<file path="src/design/utf8_punctuation_splitter_unit_assert.svh">
// ----------------------------------------------------------------------------
// utf8 punctuation splitter assertion macros
// shared property forms for the checks at the end of the top level
// ----------------------------------------------------------------------------
`ifndef UTF8_PUNCTUATION_SPLITTER_UNIT_ASSERT_SVH
`define UTF8_PUNCTUATION_SPLITTER_UNIT_ASSERT_SVH

// same-cycle implication
`define UPS_ASSERT_IMP(label, clk, rst_n, ante, cons) \
  label: assert property (@(posedge clk) disable iff (!rst_n) (ante) |-> (cons)) \
    else $error("splitter check failed: same-cycle implication");

// next-cycle implication
`define UPS_ASSERT_NXT(label, clk, rst_n, ante, cons) \
  label: assert property (@(posedge clk) disable iff (!rst_n) (ante) |=> (cons)) \
    else $error("splitter check failed: next-cycle implication");

`endif

</file>
<file path="src/design/upsplit_pkg.sv">
// ----------------------------------------------------------------------------
// upsplit_pkg
// types and codes shared by the punctuation splitter modules
// ----------------------------------------------------------------------------
package upsplit_pkg;

  localparam int unsigned RUN_BYTES = 4;

  typedef enum logic {
    KIND_TOKEN = 1'b0,
    KIND_END   = 1'b1
  } kind_e;

  // all results caused by one input item
  typedef struct packed {
    logic [RUN_BYTES-1:0][7:0] bytes;
    logic                      first_starts;
    logic [2:0]                n_bytes;
    logic                      eot;
  } run_t;

endpackage

</file>
<file path="src/design/upsplit_in_if.sv">
// ----------------------------------------------------------------------------
// upsplit_in_if
// text byte channel with valid/ready handshake
// ----------------------------------------------------------------------------
interface upsplit_in_if;
  logic       valid;
  logic       ready;
  logic [7:0] in_byte;
  logic       end_of_text;

  modport source (output valid, output in_byte, output end_of_text, input ready);
  modport sink   (input valid, input in_byte, input end_of_text, output ready);
endinterface

</file>
<file path="src/design/upsplit_out_if.sv">
// ----------------------------------------------------------------------------
// upsplit_out_if
// token byte channel with valid/ready handshake
// ----------------------------------------------------------------------------
interface upsplit_out_if;
  logic       valid;
  logic       ready;
  logic       kind;
  logic [7:0] out_byte;
  logic       starts_token;
  logic       last_of_run;

  modport source (output valid, output kind, output out_byte, output starts_token,
                  output last_of_run, input ready);
  modport sink   (input valid, input kind, input out_byte, input starts_token,
                  input last_of_run, output ready);
endinterface

</file>
<file path="src/design/upsplit_core.sv">
// ----------------------------------------------------------------------------
// upsplit_core
// input register, byte classification and tokenizer state
// ----------------------------------------------------------------------------
module upsplit_core (
  input  logic               clk_i,
  input  logic               rst_ni,
  upsplit_in_if.sink         in_i,
  input  logic               run_free_i,
  output logic               run_load_o,
  output upsplit_pkg::run_t  run_o
);
  import upsplit_pkg::*;

  localparam logic [7:0] ASCII_LIMIT = 8'h80;
  localparam logic [2:0] LEAD2_TAG   = 3'h6;
  localparam logic [3:0] LEAD3_TAG   = 4'hE;
  localparam logic [4:0] LEAD4_TAG   = 5'h1E;

  function automatic logic is_punct(input logic [7:0] c);
    return (c >= 8'h21 && c <= 8'h2F) || (c >= 8'h3A && c <= 8'h40) ||
           (c >= 8'h5B && c <= 8'h60) || (c >= 8'h7B && c <= 8'h7E);
  endfunction

  function automatic logic is_space(input logic [7:0] c);
    return (c >= 8'h09 && c <= 8'h0D) || c == 8'h20;
  endfunction

  logic       a_valid_q;
  logic [7:0] a_byte_q;
  logic       a_eot_q;
  logic       in_token_q, in_token_d;
  logic [1:0] needed_q, needed_d;
  logic [1:0] held_cnt_q, held_cnt_d;
  logic [7:0] held_q [3];
  logic       held_we;
  logic [1:0] held_idx;
  logic       a_move;
  logic       in_fire;
  run_t       run;

  assign a_move     = a_valid_q && run_free_i;
  assign in_i.ready = !a_valid_q || a_move;
  assign in_fire    = in_i.valid && in_i.ready;

  always_comb begin
    in_token_d       = in_token_q;
    needed_d         = needed_q;
    held_cnt_d       = held_cnt_q;
    held_we          = 1'b0;
    held_idx         = held_cnt_q;
    run.bytes[0]     = held_q[0];
    run.bytes[1]     = held_q[1];
    run.bytes[2]     = held_q[2];
    run.bytes[3]     = a_byte_q;
    run.first_starts = !in_token_q;
    run.n_bytes      = 3'd0;
    run.eot          = a_eot_q;

    if (needed_q != 2'd0) begin
      if (needed_q == 2'd1) begin
        // flush the held sequence followed by this byte
        run.bytes[held_cnt_q] = a_byte_q;
        run.n_bytes           = {1'b0, held_cnt_q} + 3'd1;
        in_token_d            = 1'b1;
        needed_d              = 2'd0;
        held_cnt_d            = 2'd0;
      end else begin
        held_we    = (held_cnt_q != 2'd3);
        held_cnt_d = held_cnt_q + 2'd1;
        needed_d   = needed_q - 2'd1;
      end
    end else if (a_byte_q < ASCII_LIMIT) begin
      run.bytes[0] = a_byte_q;
      if (is_punct(a_byte_q)) begin
        run.n_bytes      = 3'd1;
        run.first_starts = 1'b1;
        in_token_d       = 1'b0;
      end else if (is_space(a_byte_q)) begin
        in_token_d = 1'b0;
      end else begin
        run.n_bytes = 3'd1;
        in_token_d  = 1'b1;
      end
    end else begin
      // lead byte opens a held sequence, strays are dropped
      held_idx = 2'd0;
      if (a_byte_q[7:5] == LEAD2_TAG) begin
        held_we    = 1'b1;
        held_cnt_d = 2'd1;
        needed_d   = 2'd1;
      end else if (a_byte_q[7:4] == LEAD3_TAG) begin
        held_we    = 1'b1;
        held_cnt_d = 2'd1;
        needed_d   = 2'd2;
      end else if (a_byte_q[7:3] == LEAD4_TAG) begin
        held_we    = 1'b1;
        held_cnt_d = 2'd1;
        needed_d   = 2'd3;
      end
    end

    if (a_eot_q) begin
      in_token_d = 1'b0;
      needed_d   = 2'd0;
      held_cnt_d = 2'd0;
    end
  end

  assign run_o      = run;
  assign run_load_o = a_move && (run.n_bytes != 3'd0 || a_eot_q);

  always_ff @(posedge clk_i or negedge rst_ni) begin
    if (!rst_ni) begin
      a_valid_q  <= 1'b0;
      in_token_q <= 1'b0;
      needed_q   <= 2'd0;
      held_cnt_q <= 2'd0;
    end else begin
      if (in_fire) begin
        a_valid_q <= 1'b1;
      end else if (a_move) begin
        a_valid_q <= 1'b0;
      end
      if (a_move) begin
        in_token_q <= in_token_d;
        needed_q   <= needed_d;
        held_cnt_q <= held_cnt_d;
      end
    end
  end

  always_ff @(posedge clk_i) begin
    if (in_fire) begin
      a_byte_q <= in_i.in_byte;
      a_eot_q  <= in_i.end_of_text;
    end
    if (a_move && held_we) begin
      held_q[held_idx] <= a_byte_q;
    end
  end

endmodule

</file>
<file path="src/design/upsplit_emit.sv">
// ----------------------------------------------------------------------------
// upsplit_emit
// result register, one result of a run per cycle while the receiver is ready
// ----------------------------------------------------------------------------
module upsplit_emit (
  input  logic              clk_i,
  input  logic              rst_ni,
  input  logic              run_load_i,
  input  upsplit_pkg::run_t run_i,
  output logic              run_free_o,
  upsplit_out_if.source     out_o
);
  import upsplit_pkg::*;

  logic       valid_q;
  run_t       run_q;
  logic [2:0] idx_q;
  logic [2:0] total;
  logic       is_byte;
  logic       last;
  logic       fire;

  assign total   = run_q.n_bytes + {2'b00, run_q.eot};
  assign is_byte = idx_q < run_q.n_bytes;
  assign last    = (idx_q + 3'd1) == total;
  assign fire    = valid_q && out_o.ready;

  assign run_free_o = !valid_q || (out_o.ready && last);

  assign out_o.valid        = valid_q;
  assign out_o.kind         = is_byte ? KIND_TOKEN : KIND_END;
  assign out_o.out_byte     = is_byte ? run_q.bytes[idx_q[1:0]] : 8'h00;
  assign out_o.starts_token = is_byte && (idx_q == 3'd0) && run_q.first_starts;
  assign out_o.last_of_run  = last;

  always_ff @(posedge clk_i or negedge rst_ni) begin
    if (!rst_ni) begin
      valid_q <= 1'b0;
      idx_q   <= 3'd0;
    end else if (run_free_o) begin
      valid_q <= run_load_i;
      idx_q   <= 3'd0;
    end else if (fire) begin
      idx_q <= idx_q + 3'd1;
    end
  end

  always_ff @(posedge clk_i) begin
    if (run_free_o && run_load_i) begin
      run_q <= run_i;
    end
  end

endmodule

</file>
<file path="src/design/utf8_punctuation_splitter_unit.sv">
// ----------------------------------------------------------------------------
// utf8_punctuation_splitter_unit
// punctuation splitter over a utf-8 byte stream, c-locale classes
// ----------------------------------------------------------------------------
// in_i takes one text byte per item with its end-of-text flag; out_o gives
// token bytes, each flagged when it opens a token, plus one end marker per
// text. last_of_run marks the final result caused by one input item.
// an item passes the input register, then the result register, before its
// first result is valid.
// throughput: one result per cycle while the receiver is ready. an item that
// gives zero or one result leaves room for the next item every cycle while
// the receiver is ready; a completed multibyte sequence holds the result
// register until each of its bytes, and any end marker, has been taken,
// which is what sets the rate on such items. the input register takes a
// further item meanwhile.
// reset clears the token and sequence state and empties both registers.
// when the receiver stalls, the current result holds and the input side
// stops once its register is full.
// ----------------------------------------------------------------------------
module utf8_punctuation_splitter_unit (
  input  logic          clk_i,
  input  logic          rst_ni,
  upsplit_in_if.sink    in_i,
  upsplit_out_if.source out_o
);
  import upsplit_pkg::*;

  `include "utf8_punctuation_splitter_unit_assert.svh"

  run_t run;
  logic run_load;
  logic run_free;

  upsplit_core u_core (
    .clk_i      (clk_i),
    .rst_ni     (rst_ni),
    .in_i       (in_i),
    .run_free_i (run_free),
    .run_load_o (run_load),
    .run_o      (run)
  );

  upsplit_emit u_emit (
    .clk_i      (clk_i),
    .rst_ni     (rst_ni),
    .run_load_i (run_load),
    .run_i      (run),
    .run_free_o (run_free),
    .out_o      (out_o)
  );

  // a run never overwrites results still waiting
  `UPS_ASSERT_IMP(a_load_free, clk_i, rst_ni, run_load, run_free)
  // the end marker closes its run
  `UPS_ASSERT_IMP(a_end_last, clk_i, rst_ni, out_o.valid && out_o.kind == KIND_END, out_o.last_of_run)
  // end marker never opens a token
  `UPS_ASSERT_IMP(a_end_nostart, clk_i, rst_ni, out_o.valid && out_o.kind == KIND_END, !out_o.starts_token)
  // taking the last result with nothing loaded empties the output
  `UPS_ASSERT_NXT(a_drain, clk_i, rst_ni, out_o.valid && out_o.ready && out_o.last_of_run && !run_load, !out_o.valid)

endmodule

</file>
<file path="src/flat_wrapper.sv">
// flat-port wrapper written by rule: the top's interface ports become plain ports
module utf8_punctuation_splitter_unit_flat import upsplit_pkg::*;
  (clk_i, rst_ni, in_i_valid, in_i_in_byte, in_i_end_of_text, in_i_ready, out_o_valid, out_o_kind, out_o_out_byte, out_o_starts_token, out_o_last_of_run, out_o_ready);
  upsplit_in_if in_i_i ();
  upsplit_out_if out_o_i ();
  input  logic clk_i;
  input  logic rst_ni;
  input wire logic [$bits(in_i_i.valid)-1:0] in_i_valid;
  input wire logic [$bits(in_i_i.in_byte)-1:0] in_i_in_byte;
  input wire logic [$bits(in_i_i.end_of_text)-1:0] in_i_end_of_text;
  output wire logic [$bits(in_i_i.ready)-1:0] in_i_ready;
  output wire logic [$bits(out_o_i.valid)-1:0] out_o_valid;
  output wire logic [$bits(out_o_i.kind)-1:0] out_o_kind;
  output wire logic [$bits(out_o_i.out_byte)-1:0] out_o_out_byte;
  output wire logic [$bits(out_o_i.starts_token)-1:0] out_o_starts_token;
  output wire logic [$bits(out_o_i.last_of_run)-1:0] out_o_last_of_run;
  input wire logic [$bits(out_o_i.ready)-1:0] out_o_ready;
  assign in_i_i.valid = in_i_valid;
  assign in_i_i.in_byte = in_i_in_byte;
  assign in_i_i.end_of_text = in_i_end_of_text;
  assign in_i_ready = in_i_i.ready;
  assign out_o_valid = out_o_i.valid;
  assign out_o_kind = out_o_i.kind;
  assign out_o_out_byte = out_o_i.out_byte;
  assign out_o_starts_token = out_o_i.starts_token;
  assign out_o_last_of_run = out_o_i.last_of_run;
  assign out_o_i.ready = out_o_ready;
  utf8_punctuation_splitter_unit u_core (.clk_i(clk_i), .rst_ni(rst_ni), .in_i(in_i_i), .out_o(out_o_i));
endmodule
</file>
<file path="config.mk">
export PLATFORM = sky130hd
export DESIGN_NAME = utf8_punctuation_splitter_unit_flat
export DESIGN_NICKNAME = d
export VERILOG_FILES = /design/src/design/upsplit_pkg.sv /design/src/design/upsplit_in_if.sv /design/src/design/upsplit_out_if.sv /design/src/design/upsplit_core.sv /design/src/design/upsplit_emit.sv /design/src/design/utf8_punctuation_splitter_unit.sv /design/src/flat_wrapper.sv
export VERILOG_INCLUDE_DIRS = /design/src /design/src/design
export SDC_FILE = /design/constraint.sdc
export NUM_CORES = 1
export LEC_CHECK = 0
export ABC_AREA = 1
export BUFFER_PORTS_ARGS = -buffer_cell sky130_fd_sc_hd__buf_4
export CORE_ASPECT_RATIO = 2
export CORE_MARGIN = 3
export CORE_UTILIZATION = 40
export DETAILED_ROUTE_END_ITERATION = 12
export RECOVER_POWER = 25
export SYNTH_ARGS = -nofsm -noshare
export SYNTH_HDL_FRONTEND = slang
export SYNTH_HIERARCHICAL = 1
export SYNTH_SLANG_ARGS = --single-unit
</file>
<file path="constraint.sdc">
create_clock -name clk_i -period 11 [get_ports clk_i]
set_input_delay 1.65 -clock clk_i [delete_from_list [all_inputs] [get_ports clk_i]]
set_output_delay 1.65 -clock clk_i [all_outputs]
set_load 0.02 [all_outputs]
</file>
==> reports/results.tsv, run 1 <==
metric	value	unit
core area	9450	sq um
Nets	428	
wire length per cell	13.3	um
most frequent CP cell	nand2_1	
Tcrit/Tclk final	0.387	
maximum clock insertion buffer count	2	
R2R Setup Slk	7.26	ns
LEAKAGE	0.00177	uW
worst skew pair latency	0.33	ns
Hold/Removal Path Class	flip-flop to flip-flop	
Max Cap Violations	0	
GR met1 Demand/Resource	0.164	
Multi-input gate area	1290	sq um
via/cell ratio	4.76	
met3 Usage GRT	0.0367	
site row count	50	
Pwr per Cell Area	254	nW/um^2
flops & latches, synth	80	
Final HPWL DP	5.45	mm
leading area contributor after synthesis	edfxtp_1	
clock period minus worst slack	4.26	ns
root buffer cell	clkbuf_16	
met2 usage	0.243	
Syn Std Cell Area	3890	sq um
Slew Viols, Final	0	
Remaining Overflow, GRT	0	
Final ANT Viol Nets	0	
final worst slack	6.74	ns
drc violations	0	
routed vias	2561	
Slew @ Worst Pin	1.12	ns
share of the synthesized area in the top cell type	0.541	
status	completed	
I/O Buffers	25	
cell count after synthesis	378	
clock-pin slew on the worst setup and hold paths	0.05	ns
WP data arrival	2.61	ns
DIE WIDTH	75.7	um
DR pass1 iterations	4	
worst setup path category	flip-flop to primary output	
top cells by area, synth	edfxtp_1, nand2_1, dfrtp_1, nor2_1, o21ai_0	
total length of routed wires	7.13	mm
largest net degree at the start of global routing	38	
crit-path cells	inv_4, ha_1, inv_1, nand2_1, nand2_1, nor2_4, nand3_4, a21oi_2, inv_1, nand2_1, buf_4	
syn_area_per_cell	10.3	sq um
CP Launch Type	flip-flop	
GP Congestion	0.816	
fillcell total	901	
f_max	235	MHz
layer with the highest usage	met2	
DIE AREA	11000	sq um
CP Capture Type	primary output	
height of the die	145	um
Layout area overhead	13.2	%
required time of the critical path	9.35	ns
Inserted Diodes	0	
H-tree Lvls	3	
max_slew headroom	0.251	
Setup Viol. Count Final	0	
Yosys cell types	36	
Ys Warns	6	
Worst IR Drop VDD	134	uV
crit-path max cell delay	0.76	ns
post-synthesis net count	403	
clock skew	0.00523	ns
Num Clock Sinks	80	
first-iteration detailed-routing DRC count	97	
final hold violations	0	
CP max-delay cell	dfrtp_1	
post_cts resized	0	
setup_tns	0	ns
vias in the first global route	2529	
I/O pin total	26	
Seq/Total Area, Yosys	0.605	
first-pass GRT wire length	12.0	mm
starting density of the core	0.412	
share of layout cells above drive strength 1	0.162	
Setup Buffers After CTS	0	
CTS Buf Count	9	
worst-path fanout max	20	
pre-CTS setup slack	6.89	ns
initial antenna violation count	0	
hold slack	0.486	ns
FF+latch area	2350	sq um
hold-fix buffer count after cts	0	
GR Util All Layers	0.143	
TritonCTS clock tree	yes	
RSZ-0062 raised after global routing	false	
cell type report:
class	count	share of cell area
Sequential cell	80	0.535
Clock inverter	5	0.00540
Inverter	36	0.0330
Clock buffer	11	0.0529
Tap cell	130	0.0370
Multi-Input combinational cell	250	0.294
Timing Repair Buffer	26	0.0435
power breakdown:
part | leakage, uW | internal, uW | switching (uW) | total (uW)
clock network | 0.000122 | 150 | 104 | 254
registers | 0.000757 | 393 | 52.0 | 446
logic | 0.000892 | 148 | 272 | 419
worst paths after layout:
check,from,endpoint,cells past startpoint
max in group asynchronous,rst_ni,u_core/u_emit/idx_q[1]$_DFFE_PN0P_,1
min reg2reg,u_core/u_core/in_token_q$_DFFE_PN0P_,u_core/u_core/in_token_q$_DFFE_PN0P_,2
min,u_core/u_core/in_token_q$_DFFE_PN0P_,u_core/u_core/in_token_q$_DFFE_PN0P_,2
max,u_core/u_emit/idx_q[0]$_DFFE_PN0P_,in_i_ready,11
max reg2reg,u_core/u_emit/idx_q[0]$_DFFE_PN0P_,u_core/u_core/held_q[2][2]$_DFFE_PP_,12
min in group asynchronous,rst_ni,u_core/u_core/needed_q[1]$_DFFE_PN0P_,1
registers in the layout, indices dropped and copies added, names as in the netlist:
register                   count
u_core/u_core/needed_q         2
u_core/u_core/a_valid_q        1
u_core/u_emit/run_q           37
u_core/u_core/a_byte_q         8
u_core/u_emit/out_o.valid      1
u_core/u_emit/idx_q            3
u_core/u_core/held_cnt_q       2
u_core/u_core/in_token_q       1
u_core/u_core/held_q          24
u_core/u_core/a_eot_q          1
metal layers:
metal,routed length (um),share of wire
met3,228,0.032
met5,0,0
met2,3960,0.55
met1,2770,0.39
met4,181,0.025
cell usage in the layout (no fill, tap or decap), drive strengths merged:
cell type | synthesis | final
nand4 | 4 | 4
o221ai | 1 | 1
dfrtp | 10 | 10
clkbuf | 0 | 12
or2 | 1 | 1
a22oi | 1 | 1
nor3b | 1 | 1
buf | 12 | 25
inv | 35 | 35
clkinv | 1 | 5
nor3 | 2 | 2
o22ai | 1 | 1
mux2 | 1 | 1
clkinvlp | 0 | 1
nand2 | 91 | 91
nor2 | 58 | 58
edfxtp | 70 | 70
o21ai | 44 | 44
a31oi | 1 | 1
a21oi | 23 | 23
nand3 | 9 | 9
ha | 12 | 12
critical path, delay by kind of cell, from the launching register on:
kind / cells / cell delay [ns]
AOI/OAI and AO/OA: 1 / 0.20
DFF: 1 / 0.76
adders and majority gates: 1 / 0.38
and+or+nand+nor: 5 / 0.44
buffers and inverters: 4 / 0.48
cell families after synthesis:
logic type               synth area share
AO/OA/AOI/OAI                       0.105
adder cells (fa/ha/maj)            0.0386
buffers and inverters              0.0634
flip-flops                          0.605
multiplexers                      0.00290
AND/OR/NAND/NOR                     0.185
cell usage after synthesis (all sizes together):
library cell	instances
nand2	91
edfxtp	70
nor2	58
o21ai	44
inv	35
a21oi	23
buf	12
ha	12
dfrtp	10
nand3	9
nand4	4
nor3	2
a22oi	1
a31oi	1
clkinv	1
mux2	1
nor3b	1
o221ai	1
o22ai	1
or2	1
metrics by stage:
step                total power (uW)  utilization  area (sq um)  cells
floorplan                        762            -          3890    378
global placement                 869        0.439          4150    522
detailed placement               876        0.439          4150    522
CTS                             1140        0.466          4400    538
global route                    1200        0.466          4400    538
finish                          1120        0.466          4400    538
(Power assumes the default switching activity.)
==> run 2: changes to the inputs <==
Clock period 11 ns to 4.2 ns, I/O delays scaled along.
==> run 2 against run 1 <==
  * Power increased to 2.8 times the previous value
  * Clock power increased to 3.4 times the previous value
  * Combinational power increased to 2.7 times the previous value
  * Sequential power increased to 2.6 times the previous value
==> reports/results.tsv, run 2 (synthesis results as in run 1) <==
metric	value	unit	change
total length of routed wires	7.36	mm	+3.2%
Inserted Diodes	0		unchanged
CP Launch Type	flip-flop		
Nets	430		+0.47%
Slew @ Worst Pin	0.833	ns	-0.283 ns
Setup Buffers After CTS	0		unchanged
clock period minus worst slack	3.17	ns	
Num Clock Sinks	80		unchanged
Pwr per Cell Area	698	nW/um^2	+170%
commonest non-fill, non-tap cell in the layout	nand2_1		
core area	9450	sq um	unchanged
Internal	2000	uW	+190%
wire length per cell	13.6	um	+2.8%
final hold violations	0		unchanged
Remaining Overflow, GRT	0		unchanged
CP Capture Type	flip-flop		
clock-pin slew on the worst setup and hold paths	0.05	ns	about the same
I/O Buffers	25		unchanged
Clock power frac	0.275		+0.048
DIE WIDTH	75.7	um	unchanged
I/O pin total	26		unchanged
largest registers	u_core/u_emit/run_q (37), u_core/u_core/held_q (24), u_core/u_core/a_byte_q (8)		
Layout area overhead	15.6	%	
worst skew pair latency	0.33	ns	about the same
status	completed		
Comb pwr share	0.361		-0.014
RSZ-0062 raised after global routing	false		
most frequent CP cell	nand2_1		
hold-fix buffer count after cts	0		unchanged
Worst IR Drop VDD	322	uV	+140%
most frequent cells in the layout	nand2_1, edfxtp_1, nor2_1, o21ai_0, inv_1		
switch share	0.362		-0.0202
CTS Buf Count	9		unchanged
crit-path cells	inv_2, ha_1, inv_1, nand2_1, nand2_1, nor2_4, nand3_4, a21oi_2, nand2_1, a21oi_1, nand3_2, nor3b_2		
post_cts resized	0		unchanged
Reg power frac	0.364		-0.034
DR pass1 iterations	4		unchanged
LEAKAGE	0.00182	uW	+2.9%
GP Congestion	0.811		-0.60%
largest net degree at the start of global routing	38		unchanged
maximum clock insertion buffer count	2		unchanged
routed vias	2559		-0.078%
crit-path max cell delay	0.58	ns	-0.18 ns
clock skew	0.00514	ns	-0.0000878 ns
GR Util All Layers	0.151		+0.00725
worst setup path category	flip-flop to flip-flop		
Tcrit/Tclk final	0.755		
WP data arrival	3.13	ns	+0.52 ns
CP max-delay cell	dfrtp_1		
Slew Viols, Final	0		unchanged
first-pass GRT wire length	12.3	mm	+2.5%
TritonCTS clock tree	yes		
required time of the critical path	4.16	ns	-5.19 ns
final instance area	4490	sq um	+2.2%
WP buf/inv	2		-2
Max Cap Violations	0		unchanged
drc violations	0		unchanged
DIE AREA	11000	sq um	unchanged
Final ANT Viol Nets	0		unchanged
Sw Pwr	1140	uW	+170%
first-iteration detailed-routing DRC count	137		+41%
Top delay family on crit path	simple AND/OR/NAND/NOR gates		
placed cell area	4160	sq um	+0.36%
setup_tns	0	ns	unchanged
f_max	315	MHz	
starting density of the core	0.412		unchanged
Setup Viol. Count Final	0		unchanged
worst-path fanout max	12		-40%
Biggest register	u_core/u_emit/run_q		
initial antenna violation count	0		unchanged
Hold/Removal Path Class	input port to async pin		
via/cell ratio	4.74		-0.45%
vias in the first global route	2542		+0.51%
max_slew headroom	0.445		+0.194
root buffer cell	clkbuf_16		
site row count	50		unchanged
Final HPWL DP	5.60	mm	+2.7%
share of layout cells above drive strength 1	0.173		+0.0114
height of the die	145	um	unchanged
H-tree Lvls	3		unchanged
max reg flops	37		unchanged
-- run 2: final timing paths --
path	depth (start not counted)	startpoint	end	slack, ns
max in group asynchronous	1	rst_ni	u_core/u_emit/idx_q[0]$_DFFE_PN0P_	3.52
min in group clk_i	2	u_core/u_core/in_token_q$_DFFE_PN0P_	u_core/u_core/in_token_q$_DFFE_PN0P_	0.48
hold reg to reg	2	u_core/u_core/in_token_q$_DFFE_PN0P_	u_core/u_core/in_token_q$_DFFE_PN0P_	0.48
hold / removal	1	rst_ni	u_core/u_core/in_token_q$_DFFE_PN0P_	0.28
setup / recovery	12	u_core/u_emit/idx_q[1]$_DFFE_PN0P_	u_core/u_core/held_q[0][1]$_DFFE_PP_	1.03
setup reg to reg	12	u_core/u_emit/idx_q[1]$_DFFE_PN0P_	u_core/u_core/held_q[0][1]$_DFFE_PP_	1.03
-- run 2: cell type report --
cell class / count / area [sq um]
clock buffer: 10 / 229
inverter: 36 / 145
timing repair buffer: 28 / 206
multi-input combinational: 250 / 1290
sequential: 80 / 2350
tap: 130 / 163
clock inverter: 6 / 108
fill: 893 / 4950
-- run 2: worst reg2reg max path, stage by stage, from the launching register on --
cell,delay [ns]
dfrtp_1,0.58
inv_2,0.19
ha_1,0.36
inv_1,0.05
nand2_1,0.05
nand2_1,0.08
nor2_4,0.14
nand3_4,0.11
a21oi_2,0.22
nand2_1,0.18
a21oi_1,0.18
nand3_2,0.13
nor3b_2,0.56
-- run 2: power groups by stage --
stage | sequential (uW) | combinational [uW] | clock (uW)
3_3_place_gp | 1160 | 1130 | 0
6_report | 1140 | 1130 | 862
3_5_place_dp | 1160 | 1150 | 0
2_1_floorplan | 1120 | 880 | 0
5_1_grt | 1160 | 1280 | 919
4_1_cts | 1140 | 1150 | 886
-- run 2: metal layers --
| layer | up-vias | share of wire | global-route usage | wire length, um |
|---|---|---|---|---|
| li1 | 1329 | - | - | - |
| met1 | 1149 | 0.37 | 0.162 | 2720 |
| met2 | 57 | 0.56 | 0.254 | 4090 |
| met3 | 24 | 0.031 | 0.0256 | 225 |
| met4 | 0 | 0.044 | 0.104 | 326 |
| met5 | - | 0 | 0 | 0 |
-- run 2: metrics by stage --
step / setup WS, ns / util / hold WS, ns / instances / total power [uW]
2_1_floorplan: 0.266 / - / 0.334 / 378 / 1990
3_3_place_gp: 1.15 / 0.441 / 0.463 / 524 / 2290
3_5_place_dp: 1.04 / 0.441 / 0.473 / 524 / 2310
4_1_cts: 1.02 / 0.476 / 0.112 / 540 / 3180
5_1_grt: 0.750 / 0.476 / 0.316 / 540 / 3360
6_report: 1.03 / 0.476 / 0.282 / 540 / 3140
